**config.mk**
```make
export PLATFORM = sky130hd
export DESIGN_NAME = hbmt_ram
export DESIGN_NICKNAME = d
export VERILOG_FILES = /design/src/rtl/core/hbmt_ram.sv
export SDC_FILE = /design/constraint.sdc
export NUM_CORES = 1
export LEC_CHECK = 0
export BUFFER_PORTS_ARGS = -buffer_cell sky130_fd_sc_hd__buf_2
export CELL_PAD_IN_SITES_DETAIL_PLACEMENT = 1
export CELL_PAD_IN_SITES_GLOBAL_PLACEMENT = 2
export CORE_MARGIN = 2
export CORE_UTILIZATION = 48
export DETAILED_ROUTE_END_ITERATION = 10
export MAX_ROUTING_LAYER = met4
export PLACE_DENSITY_LB_ADDON = 0.1
export SKIP_LAST_GASP = 1
export SLEW_MARGIN = 15
export SYNTH_ARGS = -nofsm -noshare
export SYNTH_HDL_FRONTEND = slang
export SYNTH_SLANG_ARGS = --single-unit
```
**constraint.sdc**
```tcl
create_clock -name i_clk -period 2.7 [get_ports i_clk]
set_clock_uncertainty 0.05 [all_clocks]
set_input_delay 0.675 -clock i_clk [delete_from_list [all_inputs] [get_ports i_clk]]
set_output_delay 0.675 -clock i_clk [all_outputs]
set_load 0.03 [all_outputs]
```
**src/rtl/core/hbmt_ram.sv**
```systemverilog
// ----------------------------------------------------------------------------
// Generic RAM
// Simple dual-port RAM with one write port and one registered read port.
// ----------------------------------------------------------------------------
`default_nettype none

module hbmt_ram #(
    parameter int WIDTH = 8,
    parameter int DEPTH = 16
) (
    input  wire logic                      i_clk,
    input  wire logic                      i_we,
    input  wire logic [$clog2(DEPTH)-1:0]  i_waddr,
    input  wire logic [WIDTH-1:0]          i_wdata,
    input  wire logic [$clog2(DEPTH)-1:0]  i_raddr,
    output logic      [WIDTH-1:0]          o_rdata
);

    logic [WIDTH-1:0] r_mem [DEPTH];

    always_ff @(posedge i_clk) begin
        if (i_we) begin
            r_mem[i_waddr] <= i_wdata;
        end
        o_rdata <= r_mem[i_raddr];
    end

endmodule

`default_nettype wire

```
==> flow_metrics.py <==
metrics = {
    "status": {
        "status": "completed",
    },
    "route": {
        "drc": 0,
        "vias_per_cell": 5.665,
        "drt_wl_total_mm": 10.78,
        "dr.pass1.iters": 6,
        "routedWlPerCell_um": 24.91,
        "drt_first_iter_violations": 160,
        "num_vias": 2453,
        "drtAntennaViolNets": 0,
    },
    "critical_path": {
        "reg2reg_slack_ps": 1240,
        "crit_path_max_fanout": 1,
        "crit_path_end_kind": "output pin",
        "cp.required_ps": 1980,
        "cp_top_family": "flip-flops",
        "reg2regPathDepth": 3,
        "path_class": "register to output pin",
        "crit_path_top_delay_cell": "dfxtp_1",
        "crit_path_start": "o_rdata[6]",
        "arrival_ps": 1120,
        "cp_num_buf_inv": 1,
        "timing.rr.end": "o_rdata[7]",
        "startpoint_type": "register",
        "max_stage_delay_ps": 380,
        "r2r-start": "r_mem[10][7]",
        "path_cells": "buf_2",
    },
    "global_routing": {
        "track_usage": 0.2155,
        "use_met2": 0.3221,
        "grt_max_degree": 27,
        "global_route.usage.met1": 0.2872,
        "grt-ovfl-total": 0,
        "use_met3": 0.06053,
        "grt_pass1_wl_mm": 16.51,
        "busiest_layer": "met2",
        "antenna_found_initial": 0,
        "first_global_vias": 2582,
    },
    "clocking": {
        "htreeDepth": 4,
        "cts_root_buffer": "clkbuf_8",
        "post-cts-setup-buffers": 0,
        "holdBufCountCts": 0,
        "cts_sinks": 136,
        "clkTransAtPathRegs_ps": 60,
        "clk_latency_ps": 520,
        "cts_made_buffers": 17,
        "cts_resized": 0,
        "cts_tree": "done",
        "clockBufferDepth": 2,
    },
    "floorplanning": {
        "io_pins": 26,
        "die_y_um": 107.6,
        "core_um2": 10370,
        "die-width_um": 107.6,
        "core.rowCount": 37,
        "initial_core_util": 0.4964,
        "die_area_um2": 11570,
    },
    "synthesis": {
        "synth_compound_area_frac": 0.02333,
        "muxShareOfSynthArea": 0.1502,
        "ys_seq_area_frac": 0.7778,
        "synthSimpleGateAreaFrac": 0.03184,
        "synth.avg_cell_area_um2": 22.48,
        "synth_top_family_by_area": "multiplexers",
        "synth_xor_xnor_area_share": 0,
        "yosysWarnings": 0,
        "synth_adder_area_share": 0,
        "synth-seq-cells": 136,
        "postSynthCellCount": 229,
        "syn_nets": 247,
        "synth_cell_types": 19,
        "syn-cell-area_um2": 5147,
    },
    "power_and_ir_drop": {
        "switching_share": 0.1986,
        "ir_drop_mv": 0.4503,
        "p_total_mw": 5.177,
        "p_int_mw": 4.149,
        "powerDensity_nw_per_um2": 834.8,
        "p_leak_nw": 2.129,
        "p_sw_mw": 1.028,
        "pwr-share-seq": 0.459,
        "power_frac_clock": 0.492,
        "combPwrFrac": 0.049,
    },
    "worst_hold_path": {
        "whs_path_depth": 1,
        "hold_end": "r_mem[11][0]",
        "hp-class": "input pin to register",
        "hp-start": "i_wdata[0]",
    },
    "placement": {
        "place_inst": 401,
        "hpwl_mm": 6.960,
        "place.gp.congestion": 0.7201,
        "dp_slack_ps": 357.3,
        "dpl_cell_area_um2": 5539,
        "io_buffers": 25,
    },
    "sta": {
        "rsz0062_at_grt": "false",
        "tightest_slew_ps": 420.9,
        "maxSlewViolCount": 0,
        "fin_setup_tns_ps": 0,
        "whs_ps": 489.8,
        "min_period_ps": 1841,
        "slew_headroom": 0.7194,
        "timing.final.ws_setup_ps": 858.9,
        "final-setup-viol-count": 0,
        "period_share": 0.6819,
        "max_freq_ghz": 0.5432,
        "hold_viol_final": 0,
    },
    "layout": {
        "diodes": 0,
        "final_common_cell": "edfxtp_1",
        "final_util": 0.5980,
        "layout_common_cells": "edfxtp_1, buf_2, buf_4",
        "fin_area_um2": 6201,
        "nFillCells": 878,
        "area_delta_synth_final_pct": 20.47,
        "layout.cells.non_filler": 433,
        "fin_nets": 302,
        "drive_above_1_share": 0.3266,
    },
    "flow_run": {
        "max_cap_violations": 0,
    },
}
==> logic make-up (layout without fill, tap and decap cells) <==
logic type | Yosys count | after routing
muxes | 32 | 32
buffers and inverters | 10 | 78
and+or+nand+nor | 35 | 35
DFF | 136 | 136
AOI/OAI and AO/OA | 16 | 16
==> Yosys cell counts <==
cell             instances  share of area
or3b_2                   1         0.0017
clkdlybuf4s25_2          3         0.0058
nor2_1                  13         0.0095
mux4_1                  14          0.071
and2b_1                  1         0.0015
nand2b_1                 2         0.0024
edfxtp_1               128           0.75
a22oi_1                 16          0.023
buf_4                    1         0.0015
nor2b_1                  1         0.0012
buf_2                    3         0.0029
mux4_2                  18          0.079
nand3_1                  1        0.00097
nor3_1                   4         0.0039
buf_6                    3         0.0066
dfxtp_1                  8          0.031
and2_1                   1         0.0012
nand2_1                  9         0.0066
nand3b_1                 2         0.0029
==> registers in the layout, indices dropped and copies added, names as in the netlist <==
register and count:
r_mem 128, o_rdata 8
==> layer usage <==
metal  routed length (µm)  part of all wire
met1                 4924              0.46
met2                 5202              0.48
met3                  484             0.045
met4                  173             0.016
met5                    0                 0
==> cell type report <==
cell class,instances,area [µm²],area share
Sequential cell,136,4004,0.6457
Clock inverter,15,247.7,0.03995
Clock buffer,17,414.1,0.06679
Timing Repair Buffer,46,307.8,0.04964
Multi-Input combinational cell,83,1057,0.1705
Tap cell,136,170.2,0.02744
==> power by group through the flow <==
| stage | sequential, mW | combinational, mW | clock (mW) |
|---|---|---|---|
| final | 2.38 | 0.251 | 2.55 |
| after global routing | 2.38 | 0.273 | 2.69 |
| after global placement | 2.42 | 0.250 | 0 |
| after floorplan | 2.44 | 0.120 | 0 |
| after CTS | 2.38 | 0.258 | 2.59 |
| after detailed placement | 2.42 | 0.256 | 0 |
==> how the worst max path moves through the flow <==
stage	to	cells past startpoint
floorplan	r_mem[0][0]	2
global placement	o_rdata[0]	5
finish	o_rdata[6]	1
global route	o_rdata[6]	1
detailed placement	o_rdata[0]	5
CTS	o_rdata[6]	1
(Power assumes the default switching activity.)
