===== src/rtl/core/hbmt_pkg.sv =====
// ----------------------------------------------------------------------------
// Best-move table package
// Shared constants, types and a helper function of the hashed best-move table.
// ----------------------------------------------------------------------------
`default_nettype none

package hbmt_pkg;

    localparam int TABLE_DEPTH   = 4096;
    localparam int MOVE_BITS     = 25;
    localparam int KEY_BITS      = 64;
    localparam int CFG_BITS      = 13;
    localparam int ENTRIES_RESET = 4096;

    localparam int SLOT_BITS = (TABLE_DEPTH > 1) ? $clog2(TABLE_DEPTH) : 1;
    localparam int DIV_BITS  = SLOT_BITS + 1;
    localparam int CNT_BITS  = $clog2(KEY_BITS);

    typedef enum logic [1:0] {
        MODE_CLEAR = 2'd0,
        MODE_STORE = 2'd1,
        MODE_PROBE = 2'd2
    } t_mode;

    typedef struct packed {
        logic [KEY_BITS-1:0]  key;
        logic [MOVE_BITS-1:0] move;
    } t_entry;

    typedef struct packed {
        logic                start;
        logic [KEY_BITS-1:0] dividend;
        logic [DIV_BITS-1:0] divisor;
    } t_div_req;

    typedef struct packed {
        logic                 done;
        logic [SLOT_BITS-1:0] remainder;
    } t_div_sts;

    function automatic logic [DIV_BITS-1:0] effective_divisor(input logic [CFG_BITS-1:0] cfg);
        logic [DIV_BITS-1:0] d;
        if (cfg == '0) begin
            d = DIV_BITS'(1);
        end else if (int'(cfg) > TABLE_DEPTH) begin
            d = DIV_BITS'(TABLE_DEPTH);
        end else begin
            d = DIV_BITS'(cfg);
        end
        return d;
    endfunction

endpackage

`default_nettype wire


===== src/rtl/core/hbmt_mod.sv =====
// ----------------------------------------------------------------------------
// Iterative key modulo unit
// Restoring remainder unit that reduces the key by the slot count, one key
// bit per cycle.
// ----------------------------------------------------------------------------
`default_nettype none

module hbmt_mod (
    input  wire logic               i_clk,
    input  wire logic               i_rst_n,
    input  wire hbmt_pkg::t_div_req i_req,
    output hbmt_pkg::t_div_sts      o_sts
);

    logic                                r_busy;
    logic                                n_busy;
    logic                                r_done;
    logic                                n_done;
    logic [hbmt_pkg::CNT_BITS-1:0]       r_cnt;
    logic [hbmt_pkg::CNT_BITS-1:0]       n_cnt;
    logic [hbmt_pkg::KEY_BITS-1:0]       r_quot;
    logic [hbmt_pkg::KEY_BITS-1:0]       n_quot;
    logic [hbmt_pkg::SLOT_BITS-1:0]      r_rem;
    logic [hbmt_pkg::SLOT_BITS-1:0]      n_rem;
    logic [hbmt_pkg::DIV_BITS-1:0]       r_divisor;
    logic [hbmt_pkg::DIV_BITS-1:0]       n_divisor;
    logic [hbmt_pkg::DIV_BITS-1:0]       shifted;

    assign shifted = {r_rem, r_quot[hbmt_pkg::KEY_BITS-1]};

    always_comb begin
        n_busy    = r_busy;
        n_done    = 1'b0;
        n_cnt     = r_cnt;
        n_quot    = r_quot;
        n_rem     = r_rem;
        n_divisor = r_divisor;
        if (i_req.start) begin
            n_busy    = 1'b1;
            n_cnt     = hbmt_pkg::CNT_BITS'(hbmt_pkg::KEY_BITS - 1);
            n_quot    = i_req.dividend;
            n_rem     = '0;
            n_divisor = i_req.divisor;
        end else if (r_busy) begin
            n_quot = {r_quot[hbmt_pkg::KEY_BITS-2:0], 1'b0};
            if (shifted >= r_divisor) begin
                n_rem = hbmt_pkg::SLOT_BITS'(shifted - r_divisor);
            end else begin
                n_rem = hbmt_pkg::SLOT_BITS'(shifted);
            end
            n_cnt = r_cnt - hbmt_pkg::CNT_BITS'(1);
            if (r_cnt == '0) begin
                n_busy = 1'b0;
                n_done = 1'b1;
            end
        end
    end

    always_ff @(posedge i_clk) begin
        if (!i_rst_n) begin
            r_busy <= 1'b0;
            r_done <= 1'b0;
        end else begin
            r_busy <= n_busy;
            r_done <= n_done;
        end
        r_cnt     <= n_cnt;
        r_quot    <= n_quot;
        r_rem     <= n_rem;
        r_divisor <= n_divisor;
    end

    assign o_sts.done      = r_done;
    assign o_sts.remainder = r_rem;

`ifndef ASSERT_OFF
    a_rem_below_divisor: assert property (@(posedge i_clk) disable iff (!i_rst_n)
        r_done |-> ({1'b0, r_rem} < r_divisor))
        else $error("Remainder is not below the divisor.");
`endif

endmodule

`default_nettype wire


===== config.mk =====
export PLATFORM = sky130hd
export DESIGN_NAME = hbmt_mod
export DESIGN_NICKNAME = d
export VERILOG_FILES = /design/src/rtl/core/hbmt_pkg.sv /design/src/rtl/core/hbmt_mod.sv
export SDC_FILE = /design/constraint.sdc
export NUM_CORES = 1
export LEC_CHECK = 0
export BUFFER_PORTS_ARGS = -buffer_cell sky130_fd_sc_hd__buf_2
export CORE_ASPECT_RATIO = 0.75
export CORE_MARGIN = 2
export CORE_UTILIZATION = 59
export DETAILED_ROUTE_END_ITERATION = 6
export PLACE_DENSITY = 0.85
export SYNTH_ARGS = -nofsm -noshare
export SYNTH_HDL_FRONTEND = slang
export SYNTH_SLANG_ARGS = --single-unit
export TNS_END_PERCENT = 20

===== constraint.sdc =====
create_clock -name i_clk -period 7.71 [get_ports i_clk]
set_input_delay 0.3855 -clock i_clk [delete_from_list [all_inputs] [get_ports i_clk]]
set_output_delay 0.3855 -clock i_clk [all_outputs]
set_load 0.01 [all_outputs]

==> flow_summary.toml <==
[synthesis]
synth_top_cell_area_share_pct = 50.0
synth-edff-count = 77
ys_async_sr_fraction_pct = 0
netlist_area_um2 = 4630
synth_nets = 433
netlist_instances = 337
ys_warn_count = 0
ys.flop_type = "edfxtp_1"
ys_types = 45
synth_seq_cells = 97
yosys-top-cells-area = "edfxtp_1 50%, mux2_2 15%, dfxtp_1 8.7%, ha_1 4.1%, mux2i_1 1.7%"
synth.largest_area_cell = "edfxtp_1"
synth.yosys.seq_area_share_pct = 58.6
syn_avg_cell_area_um2 = 13.7

[grt]
antenna_found_initial = 0
grt-ovfl-total = 0
gr-usage-met1_pct = 28.0
grt_max_degree = 63
use_met2_pct = 34.6
grt_pass1_wl_um = 14400
grt_use_met3_pct = 8.20
top_usage_layer = "met2"
grt_pass1_vias = 3032
grtUsageTotal_pct = 22.2

[cells_and_area]
drive_gt1_share_pct = 42.8
final_cells = 533
stdcell_area_um2 = 5340
final_cell_mix = "91 x buf_2, 77 x edfxtp_1, 63 x mux2_2"
n_antenna_cell = 0
fin_nets = 523
final_common_cell = "buf_2"
syn_to_final_growth_pct = 15.4

[min_path]
holdCritPathClass = "primary input to register"

[flow_run]
drv_cap = 0

[worst_setup_path]
worstPathMaxFanout = 3
cp_cell_sequence = "inv_1 > ha_1 > inv_1 > fa_1 > a21oi_1 > o211ai_1 > a21oi_1 > xor2_1 > a31o_2 > a211oi_1"
crit_path_end_kind = "register"
worstSetupPathType = "register to register"
cp-start-kind = "register"
crit_required_ns = 8.00
crit_arrival_ns = 2.60
slowest_stage = "fa_1"
slowest_delay_ns = 0.40

[placed_design]
gp_congestion = 0.909
post_dp_cell_area_um2 = 5150
dpl.hpwl_um = 6040
io_buffer_count = 92
dp_cells = 517

[clocking]
cts_setup_buffers = 0
cts_buffers = 9
clock_latency_ns = 0.38
cts_tree = "done"
clk_pin_slew_ns = 0.10
clock-sinks = 97
clk_root_buffer_cell = "clkbuf_8"
cts_max_path_buffers = 2
htreeDepth = 3
cts_repair_resize_count = 0
ctsHoldBuffers = 0

[power_and_ir_drop]
netSwitchingFraction_pct = 25.1
p_sw_mw = 0.277
power_density_nw_per_um2 = 207
p_clk_share_pct = 28.7
leakagePower_nw = 2.17
p_comb_share_pct = 13.6
internal-power_mw = 0.828
ir_drop_v = 0.000157
p_seq_share_pct = 57.8

[route]
drtIter0Drc = 150
dr.pass1.iters = 4
drc = 0
routedWlPerCell_um = 16.2
ant_nets = 0
routed_wl_um = 8640
avgViaCountPerCell = 5.47
via_count = 2918

[timing]
timing.fmax_ghz = 0.433
drv_slew = 0
hold_violations = 0
max_slew_margin_pct = 47.2
hold_slack_ns = 0.176
period_share_pct = 30.0
worstMarginPinSlew_ns = 0.791
fin_setup_tns_ns = 0
rsz0062_at_grt = "false"
period_needed_ns = 2.31
setup_viol = 0
fin_skew_ns = 0.0138

[die]
ioPinCount = 93
die_h_um = 80.7
rows = 27
fp.dieArea_um2 = 8580
start_util_pct = 62.0
die_w_um = 106
coreArea_um2 = 7470

[run_status]
status = "finished clean"
-- area by class of cell --
cell class                 instances  area [µm²]
sequential                        97        2710
tap                              101         126
clock buffer                      11         141
fill                             516        2120
inverter                          21        78.8
multi-input combinational        204        1760
clock inverter                     5        48.8
timing repair buffer              94         478
-- power groups by stage --
stage,Combinational [mW],Sequential [mW],Clock (mW)
final,0.150,0.639,0.317
after global routing,0.167,0.644,0.343
after CTS,0.151,0.639,0.325
after detailed placement,0.150,0.650,0
after global placement,0.145,0.648,0
after floorplan,0.108,0.644,0
-- state kept, by name (all words and copies together) (netlist names) --
name / flops
r_busy: 1
r_cnt: 6
r_divisor: 13
r_done: 1
r_quot: 64
r_rem: 12
-- per-layer routing --
metal	share of wire, %	up-vias
met2	45	90
li1	-	1425
met5	0	-
met3	7.7	20
met1	45	1383
met4	2.4	0
-- worst max-delay path, delay by kind of cell (launching register included) --
family	cells	cell delay, ns
flops	1	0.39
xor+xnor	1	0.08
compound gates	5	1.06
fa+ha+maj	2	0.55
buf+inv	2	0.13
-- synth_stat cells (4+ instances only) --
master    number
nand2b_1       8
dfxtp_1       20
nor2_1        20
edfxtp_1      77
xnor2_1        9
xor2_1         4
mux2i_1        8
inv_1         21
nand3_1        7
nand2_1       11
o21ai_0        9
a21oi_1        8
a211oi_1       7
o211ai_1       4
mux2_2        63
buf_1          4
ha_1          15
clkbuf_1       7
nor3_1         4
-- worst paths after layout --
check	end	slack [ns]	cells after the start	from
setup reg to reg	r_rem[6]	5.40	10	r_quot[63]
hold reg to reg	r_cnt[4]	0.53	2	r_cnt[4]
setup / recovery	r_rem[6]	5.40	10	r_quot[63]
hold / removal	r_divisor[5]	0.18	1	i_req[5]
-- cell families after synthesis --
logic type               Yosys count  synth area share, %
AO/OA/AOI/OAI                     42                 6.68
AND/OR/NAND/NOR                   62                 7.25
multiplexers                      71                 17.1
adder cells (fa/ha/maj)           16                 4.49
flip-flops                        97                 58.6
XOR/XNOR                          13                 2.46
buffers and inverters             36                 3.46
-- per-stage QoR --
stage	total power, mW	utilization [%]	worst slack [ns]
final	1.11	71.5	5.40
after global routing	1.15	71.5	5.22
after floorplan	0.752	-	5.27
after CTS	1.11	71.5	5.40
after detailed placement	0.800	69.0	5.41
after global placement	0.792	69.0	5.49
Power figures use the tool's default switching activity.
